==> config.mk <==
export PLATFORM = sky130hd
export DESIGN_NAME = btbp_ram
export DESIGN_NICKNAME = d
export VERILOG_FILES = /design/src/design/btbp_ram.sv
export SDC_FILE = /design/constraint.sdc
export NUM_CORES = 1
export LEC_CHECK = 0
export BUFFER_PORTS_ARGS = -buffer_cell sky130_fd_sc_hd__buf_4
export CAP_MARGIN = 20
export CORE_MARGIN = 2
export CORE_UTILIZATION = 52
export DETAILED_ROUTE_END_ITERATION = 6
export GPL_TIMING_DRIVEN = 0
export PLACE_DENSITY = 0.69
export SLEW_MARGIN = 30
export SYNTH_ARGS = -nofsm -noshare
export SYNTH_HDL_FRONTEND = slang
export SYNTH_SLANG_ARGS = --single-unit
==> constraint.sdc <==
create_clock -name clk -period 3 [get_ports clk]
set_input_delay 0.3 -clock clk [delete_from_list [all_inputs] [get_ports clk]]
set_output_delay 0.3 -clock clk [all_outputs]
set_load 0.02 [all_outputs]
==> src/design/btbp_ram.sv <==
// ----------------------------------------------------------------------------
// btbp_ram
// Generic simple dual-port RAM: one write port, one read port, registered read.
// ----------------------------------------------------------------------------
module btbp_ram #(
    parameter int WIDTH = 8,
    parameter int DEPTH = 16,
    localparam int AW   = (DEPTH > 1) ? $clog2(DEPTH) : 1
) (
    input  logic             clk,
    input  logic             we,
    input  logic [AW-1:0]    waddr,
    input  logic [WIDTH-1:0] wdata,
    input  logic [AW-1:0]    raddr,
    output logic [WIDTH-1:0] rdata
);

    logic [WIDTH-1:0] mem [DEPTH];

    always_ff @(posedge clk)
    begin
        if (we)
        begin
            mem[waddr] <= wdata;
        end
        rdata <= mem[raddr];
    end

endmodule

### Word level (Yosys, flattened, before mapping)

Memories as Yosys holds them, arrays and structs flattened. A register that Yosys moved wholly into a read port is not among the register bits.
Cells that the tools add are included.

| word-level totals | value |
|---|---|
| bits in registers | 0 |
| RAM bits | 128 |
| input bits | 18 |
| output and inout bits | 8 |
| logic and storage cells | 3 |
| memories | 1 |

Memories:

| memory | depth | bits a word | read ports | clocked after memory_dff | wr ports | line | source |
|---|---|---|---|---|---|---|---|
| mem | 16 | 8 | 1 | 1 | 1 | 18 | `logic [WIDTH-1:0] mem [DEPTH];` |

| operators by class | value |
|---|---|
| muxes and demuxes | 2 |

Operator list:

| cell | number |
|---|---|
| 1-bit two-way mux | 2 |

### Depth between registers and ports, before layout

Gate-level depths: netlist of run 1.

| depth | value |
|---|---|
| word-level depth | 2 |
| mapped depth | 5 |
| mapped depth without buffers | 3 |

### Worst setup path after synthesis of run 1

Ideal clock, no wire load.

| path | value |
|---|---|
| kind | in2reg |
| start | input port waddr[2] |
| end | memory mem[0][0], enable pin |
| library setup time | 383 ps |
| arrival time | 1410 ps |
| required time | 2617 ps |
| setup slack | 1207 ps |
| cell stages on the path | 2 |
| path buffers | 0 |
| cells stage by stage | or3b_2 > nor3_1 |

RTL lines:

| element | line | source |
|---|---|---|
| start, declared | 12 | `input logic [AW-1:0] waddr,` |
| end, declared | 18 |  |

Straight into the memory's write port.

### Final worst setup path of run 1

| path | value |
|---|---|
| start | input port waddr[2] |
| end | memory mem[2][0], enable pin |

Straight into the memory's write port.

==> out/results.txt, run 1 <==
The sequential-to-total area share from yosys stat is 77.8%. The tightest hold path in the finished design has a slack of 0.103 ns. The tools report the combined global-route utilization of all metal layers as 20.4%. Counting flops with an async set or reset pin after synthesis yields a share of 0%.

For the number of global-route vias before repair, the log shows 2408. The worst vdd rail ir drop was 0.436 mV. By area, the combinational part of the netlist is dominated by multiplexers. The largest stage delay on the critical path works out to 0.65 ns. TritonCTS built the clock tree.

In this run, synthesis produced a sequential element count of 136. For the final-report setup violation count, the log shows 0. For the static power due to leakage, the log shows 2.06 nW. The die is 103 microns tall. By startpoint and endpoint, the worst setup path is classified as in2reg.

In the final routed layout, each cell accounts on average for 23.1 microns. The worst pin sits at a relative slew slack of 43.2%. Clock transition at the register clock pins on the worst setup and hold paths after CTS: 0.06 ns. The worst reg2reg path endpoint is rdata[0]$_DFF_P_.

Setup repair after global routing left no endpoint under its margin. For the boundary pin count, the log shows 26. The worst hold path terminates at mem[3][0]$_DFFE_PP_.

The logs give 19 for the unique cell type count in the Yosys netlist and 2 for the buffer levels on the longest clock path. The buffering stage count on the worst path with inverters included was 1; the TritonCTS sink count was 136. The power density of the placed cells was 733 nW/um^2; the count of final max-slew check failures was 0. For the pin with the worst max-slew slack, the measured transition is 0.848 ns. The number of setup buffers added after CTS was 0; the post-synthesis average cell area was 22.5 sq um.

The number of nets in the synthesized netlist is 247. The ratio of final minimum period to clock period works out to 48.7%. The logs give 290 for the final-stage net count and 9.67 mm for the wire length after detailed routing.

After clock tree synthesis, the flow added hold-fix buffers numbering 0. The type of element capturing the critical path was a flop. After Yosys synthesis, full adders, half adders and majority gates account for 0% of the synthesized area. The multi-input combinational cells in the finished layout cover a total of 1080 sq um. Timing would allow up to 684 MHz.

The floorplan step defined a die boundary enclosing 10700 sq um. The worst register-to-register path begins at mem[1][0]$_DFFE_PP_. Summing all non-filler instances in the final layout gives an area of 6130 sq um. The count of TritonRoute iterations in the first routing pass is 7. After layout, the minimum clock period comes to 1.46 ns. The layout-stage area growth over the synthesis result works out to 19.1%. The synthesized netlist devotes 0% of its cell area to XOR and XNOR gates.

The floorplan has 36 rows. The run gives 0 as the number of violations of the max-capacitance limit. Dominant delay contributor by cell family on the critical path: simple AND/OR/NAND/NOR gates. The worst hold path begins at wdata[0].

The tools report the wire length of the first global-routing pass as 14.5 mm. In this run the tool buffered the top-level ports with 24 buffer cells. Yosys mapped a number of flops with a built-in enable equal to 128.

The largest individual stage delay along the critical path comes from the cell nor2_1. The reg2reg setup slack is 1.57 ns. Summed over all nets, the half-perimeter wirelength after detailed placement is 5.91 mm. The largest total area in the synthesized netlist belongs to edfxtp_1. At the worst endpoint, the arrival time is 1.61 ns. The tools report the number of antenna violations at the first check in global routing as 0. In the post-synthesis netlist, the biggest area contributors are edfxtp_1 (75%), mux4_2 (7.9%), mux4_1 (7.1%). Data on the critical path is required at its endpoint by 3.15 ns. Cell count after synthesis: 229. The synthesized netlist devotes 3.18% of its cell area to simple gates. The die is 103 microns wide. For the total count of hold-check failures in the final report, the log shows 0. Once the floorplan was initialized, standard cells occupied 53.2% of the core. The tools report the global routing usage on met1 as 29.0%.

The run gives 0.52 ns as the clock latency at the later pin of the worst-skew pair. Summed over all layers, the global routing overflow is 0. The path class of the tightest hold or removal check is in2reg.

The share of synthesized area in the top cell type comes to 74.7%. Most used routing layer in global routing: met2. The post-route netlist has 31.2% of its cells at a drive strength greater than 1. The met2 routing resource usage after global routing is 31.2%, and the worst clock skew is 0.00635 ns. Total of fill cells in the finished design: 638. At the end of routability-driven placement, the weighted congestion stood at 0.721. Among all flip-flop cells after synthesis, the most frequent one is edfxtp_1. Once routing completed, OpenROAD measured the worst setup slack at 1.54 ns. The H-tree depth was 4; the count of antenna diodes in the layout was 0.

Once placement finished, the instance area stood at 5510 sq um. After detailed routing, the number of remaining DRC violations is 0. For this run, the number of Yosys warnings is 0.

The depth of the worst register-to-register path is 3. The starting DRC count in detailed routing was 235; the final total negative setup slack was 0 ns. The post-route antenna net violation count was 0; the top fanout value on the critical path was 8. Gates resized during post-CTS repair numbered 0. Nature of the critical path startpoint: an input port. For the core area, the log shows 9680 sq um.

Leaving out fill and tap cells, the most frequent cell in the layout is edfxtp_1. After detailed routing, the number of vias per cell comes to 5.63. Global routing used 4.23% of the available met3 tracks.

For the worst slack at placement, the log shows 0.998 ns. Summing all flip-flop and latch instances after layout gives 4000 sq um. Entering global routing, the biggest net connects 17 pins.

The routed layout has 2352 vias. CTS root buffer: clkbuf_8. Of the post-synthesis cell area, the part taken by muxes is 15.0%. Walking the worst path, the cells encountered are buf_4 > or3b_2 > nor2_1. TritonCTS created 17 clock buffers. The synthesized netlist devotes 2.33% of its cell area to compound gates. The number of cells on the worst hold path works out to 1. The run finished with clean final reports. In the layout the commonest cells are edfxtp_1 (128), buf_4 (25), mux4_2 (18). The tools report the cell area after synthesis as 5150 sq um.
where the power goes:
group          switching, mW  internal (mW)
registers             0.0101           2.12
logic                  0.130         0.0979
clock network          0.778           1.35
sequential cells by signal, summed over array words and instances, names as in the netlist:
name	cells
rdata	8
mem	128
worst max path at each step:
stage / slack (ns) / start / end / cells after the start
3_3_place_gp: 0.67 / waddr[2] / mem[0][3]$_DFFE_PP_ / 3
3_5_place_dp: 1.0 / waddr[2] / mem[1][7]$_DFFE_PP_ / 3
5_1_grt: 1.46 / waddr[2] / mem[1][6]$_DFFE_PP_ / 3
2_1_floorplan: 1.21 / waddr[2] / mem[0][0]$_DFFE_PP_ / 2
6_report: 1.54 / waddr[2] / mem[2][0]$_DFFE_PP_ / 3
4_1_cts: 1.54 / waddr[2] / mem[2][0]$_DFFE_PP_ / 3
synthesized netlist by cell type, types with 3 or more instances:
| cell type | n |
|---|---|
| a22oi_1 | 16 |
| buf_6 | 3 |
| clkdlybuf4s25_2 | 3 |
| nand2_1 | 9 |
| dfxtp_1 | 8 |
| mux4_1 | 14 |
| nor2_1 | 13 |
| edfxtp_1 | 128 |
| mux4_2 | 18 |
| nor3_1 | 4 |
| buf_2 | 3 |
worst register-to-register path, cell delays in order (launching register included):
cell and delay [ns]:
edfxtp_1 0.38, mux4_1 0.51, a22oi_1 0.33, nand2_1 0.10
layer usage:
metal / share of wire, % / up-vias / wire (microns)
li1: - / 1055 / -
met1: 44 / 1225 / 4220
met2: 51 / 65 / 4890
met3: 4.9 / 7 / 476
met4: 0.85 / 0 / 82
met5: 0 / - / 0
per-stage QoR:
step	cells	total power, mW	util (%)
CTS	418	4.51	63.3
global placement	386	2.39	56.7
floorplan	229	2.30	-
finish	418	4.49	63.3
global route	418	4.61	63.3
detailed placement	386	2.40	56.9
area by class of cell:
class                      count  share of cell area [%]
clock inverter                15                    3.29
clock buffer                  17                    6.76
multi-input combinational     83                    17.6
tap                          133                    2.71
sequential                   136                    65.3
timing repair buffer          24                    2.94
buffer                        10                    1.41
logic make-up after synthesis:
| group | after synthesis |
|---|---|
| flops | 136 |
| simple gates | 35 |
| mux | 32 |
| compound gates | 16 |
| buf+inv | 10 |
Note: power is estimated with default switching activity, not from simulation.
==> inputs of run 2 (changes only) <==
- PLACE_DENSITY: 0.69 -> 0.72
- clock period: 3 -> 1.2 ns (I/O delays scaled with it)
==> out/results.txt, run 2 (synthesized netlist as in run 1, its figures left out) <==
The final reports fail on negative setup slack. The die span in y came out at 103 microns (unchanged). The tools report the area after detailed placement as 5530 sq um (+0.36%). The run gives 136 (unchanged) as the TritonCTS sink count. The run finished, with violations left. The top fanout value on the critical path is 1 (-7), and the clock network power share is 45.9% (-1.5 points). The number of flip-flops in the largest register works out to 128 (unchanged). The post-layout instance count excluding filler cells is 426 (+1.9%), and the minimum hold slack is 0.0391 ns (-0.0636 ns).

The sequential share of power was 48.3% (+0.8 points). The wire length of the first global-routing pass is 14.6 mm (+0.67%), and the final critical path time including I/O delays and setup is 1.29 ns. The worst hold path class was in2reg. Number of violations of the max-capacitance limit: 0 (unchanged).

The power density of the placed cells was 1780 nW/um^2 (+140%); the combinational group share of total power was 5.8% (+0.7 points). The final design instance area without fill was 6220 sq um (+1.5%); the final-report setup violation count was 8 (+8). The total of fill cells in the finished design came out at 661 (+3.6%). The tools report the number of setup buffers added after CTS as 0 (unchanged).

The library cell used most frequently in the layout, excluding fill and tap cells, is edfxtp_1. The buffering stage count on the worst path with inverters included was 0 (-1). The largest register by flop count is mem.

The tools report the number of placed instances, taps included as 386 (unchanged). The logs give 1.68 ns (+0.07 ns) for the arrival time at the worst endpoint and 0 (unchanged) for the count of final max-slew check failures. The slowest stage of the critical path is the mux4_2 cell.

The tools report the number of buffers added by the clock tree synthesis step as 17 (unchanged). The type of element capturing the critical path was a flop. The area occupied by multi-input gates is 1100 sq um (+2.0%). The post-route antenna net violation count was 0 (unchanged); the share of post-route cells with drive strength above 1 was 38.6% (+7.3 points).

The worst setup path is launched from a flop. The area of all sequential standard cells is 4000 sq um (unchanged). The effective utilization at floorplan came out at 53.2% (unchanged).

The run gives 5.84 mm (-1.3%) as the final HPWL from detailed placement. The detailed-route vias per instance was 5.67 (+0.71%); the core area was 9680 sq um (unchanged). The run gives 10700 sq um (unchanged) as the overall die area. The standard-cell row count was 36 (unchanged). The critical path goes through mux4_2 > a22oi_2 > nand2_1. The logs give 2460 (+2.2%) for the number of global-route vias before repair and 777 MHz for the top achievable clock speed. Via count of the routed design: 2414 (+2.6%). For the buffer levels on the longest clock path, the log shows 2 (unchanged). The count of TritonRoute iterations in the first routing pass was 4 (-3). The top cell types in the final layout, fill and taps aside, are edfxtp_1 (128), mux4_2 (30), buf_4 (24). The logs give 46.8% (+3.5 points) for the max-slew headroom at the worst pin and 2.04 nW (-0.84%) for the static power due to leakage.

The worst clock skew came out at 0.00652 ns (+0.000163 ns). The total of buffers placed on input and output ports is 24 (unchanged), and the overall overflow remaining after global route is 0 (unchanged). The switching power total came out at 2.26 mW (+150%). In this design, the largest share of critical-path delay is due to multiplexers.

For the number of antenna violations at the first check in global routing, the log shows 0 (unchanged). TritonCTS built the clock tree. The critical path data required time was 1.59 ns (-1.56 ns); the routed length per instance was 22.8 microns (-1.3%).

The maximum number of pins on one net before global-route repair was 17 (unchanged). The tools report the remaining design rule violation count as 0 (unchanged). Slew at the pin with the worst max-slew slack: 0.795 ns (-0.0530 ns). The tools report the CTS root buffer as clkbuf_8. For the clock latency at the later pin of the worst-skew pair, the log shows 0.51 ns (about the same). The die span in x came out at 103 microns (unchanged). The run gives 0.728 (+1.0%) as the placer's final routability congestion estimate. The final total negative setup slack is -0.524 ns (-0.524 ns), and the clock transition at the register clock pins on the worst setup and hold paths after CTS is 0.06 ns (about the same). Setup repair after global routing could not meet its margin everywhere.

The tools report the final setup slack of the worst path as -0.0872 ns (-1.63 ns). The type of the worst setup path was reg2reg. The area growth from synthesis to layout is 20.8%. Combined global-route utilization of all metal layers: 20.5% (+0.083 points).

Switching share of power: 20.4% (-0.034 points). The largest stage delay on the critical path is 0.50 ns (-0.15 ns), and the worst slack at placement is -0.377 ns (-1.37 ns). The logs give 298 (+2.8%) for the final-stage net count and 4 (unchanged) for the H-tree depth. The ratio of final minimum period to clock period was 107%; the count of antenna diodes in the layout was 0 (unchanged). The largest registers in the layout are mem: 128 flops, rdata: 8 flops. The boundary pin count is 26 (unchanged), and the worst vdd rail ir drop is 1.04 mV (+140%). The wire length after detailed routing came out at 9.72 mm (+0.58%). The total count of hold-check failures in the final report was 0 (unchanged); the starting DRC count in detailed routing was 186 (-21%).

For the internal power summed over all cells, the log shows 8.80 mW (+150%).
-- run 2: changes by cell type in the layout (fill, tap and decap cells not counted), sizes merged --
cell         previous run  this run
clkinvlp                3         4
clkbuf                 17        19
bufinv                  4         3
dlygate4sd3             0         8
inv                     2         0
-- run 2: what timing repair did --
item	CTS	global route
endpoints found under the setup margin	8	8
gates resized for setup	13	5
pin swaps	8	3
hold buffers	8	0
hold endpoints to repair	128	0
-- run 2: worst paths after layout --
path | end | start | cells after the start | slack, ns
setup reg to reg | rdata[4]$_DFF_P_ | mem[10][4]$_DFFE_PP_ | 3 | -0.09
setup / recovery | rdata[4]$_DFF_P_ | mem[10][4]$_DFFE_PP_ | 3 | -0.09
hold / removal | mem[0][4]$_DFFE_PP_ | waddr[1] | 2 | 0.04
hold reg to reg | rdata[1]$_DFF_P_ | mem[8][1]$_DFFE_PP_ | 3 | 0.68
-- run 2: through the flow --
stage	power (mW)	utilization, %
floorplan	5.76	-
global placement	6.00	57.1
detailed placement	6.03	57.1
CTS	11.1	64.1
global route	11.4	64.2
finish	11.1	64.2
-- run 2: area by class of cell --
| class | count | area share, % |
|---|---|---|
| repair buffers | 32 | 4.18 |
| flip-flops and latches | 136 | 64.4 |
| clock inverters | 13 | 2.47 |
| multi-input cells | 83 | 17.7 |
| clock buffers | 19 | 6.94 |
| well taps | 133 | 2.68 |
| plain buffers | 10 | 1.69 |
-- run 2: worst reg2reg max path, stage by stage (launching register included) --
cell and delay, ns:
edfxtp_1 0.37, mux4_2 0.50, a22oi_2 0.21, nand2_1 0.09
-- run 2: power groups by stage --
| stage | combinational (mW) | sequential, mW | clock (mW) |
|---|---|---|---|
| after detailed placement | 0.590 | 5.44 | 0 |
| final | 0.639 | 5.34 | 5.07 |
| after global placement | 0.576 | 5.43 | 0 |
| after global routing | 0.688 | 5.35 | 5.32 |
| after floorplan | 0.286 | 5.47 | 0 |
| after CTS | 0.636 | 5.34 | 5.12 |
-- run 2: routing by layer --
metal / part of all wire (%) / up-vias / track usage, %
li1: - / 1067 / -
met1: 39 / 1220 / 28.9
met2: 50 / 116 / 31.8
met3: 9.5 / 11 / 4.64
met4: 1.2 / 0 / 7.49
met5: 0 / - / 0
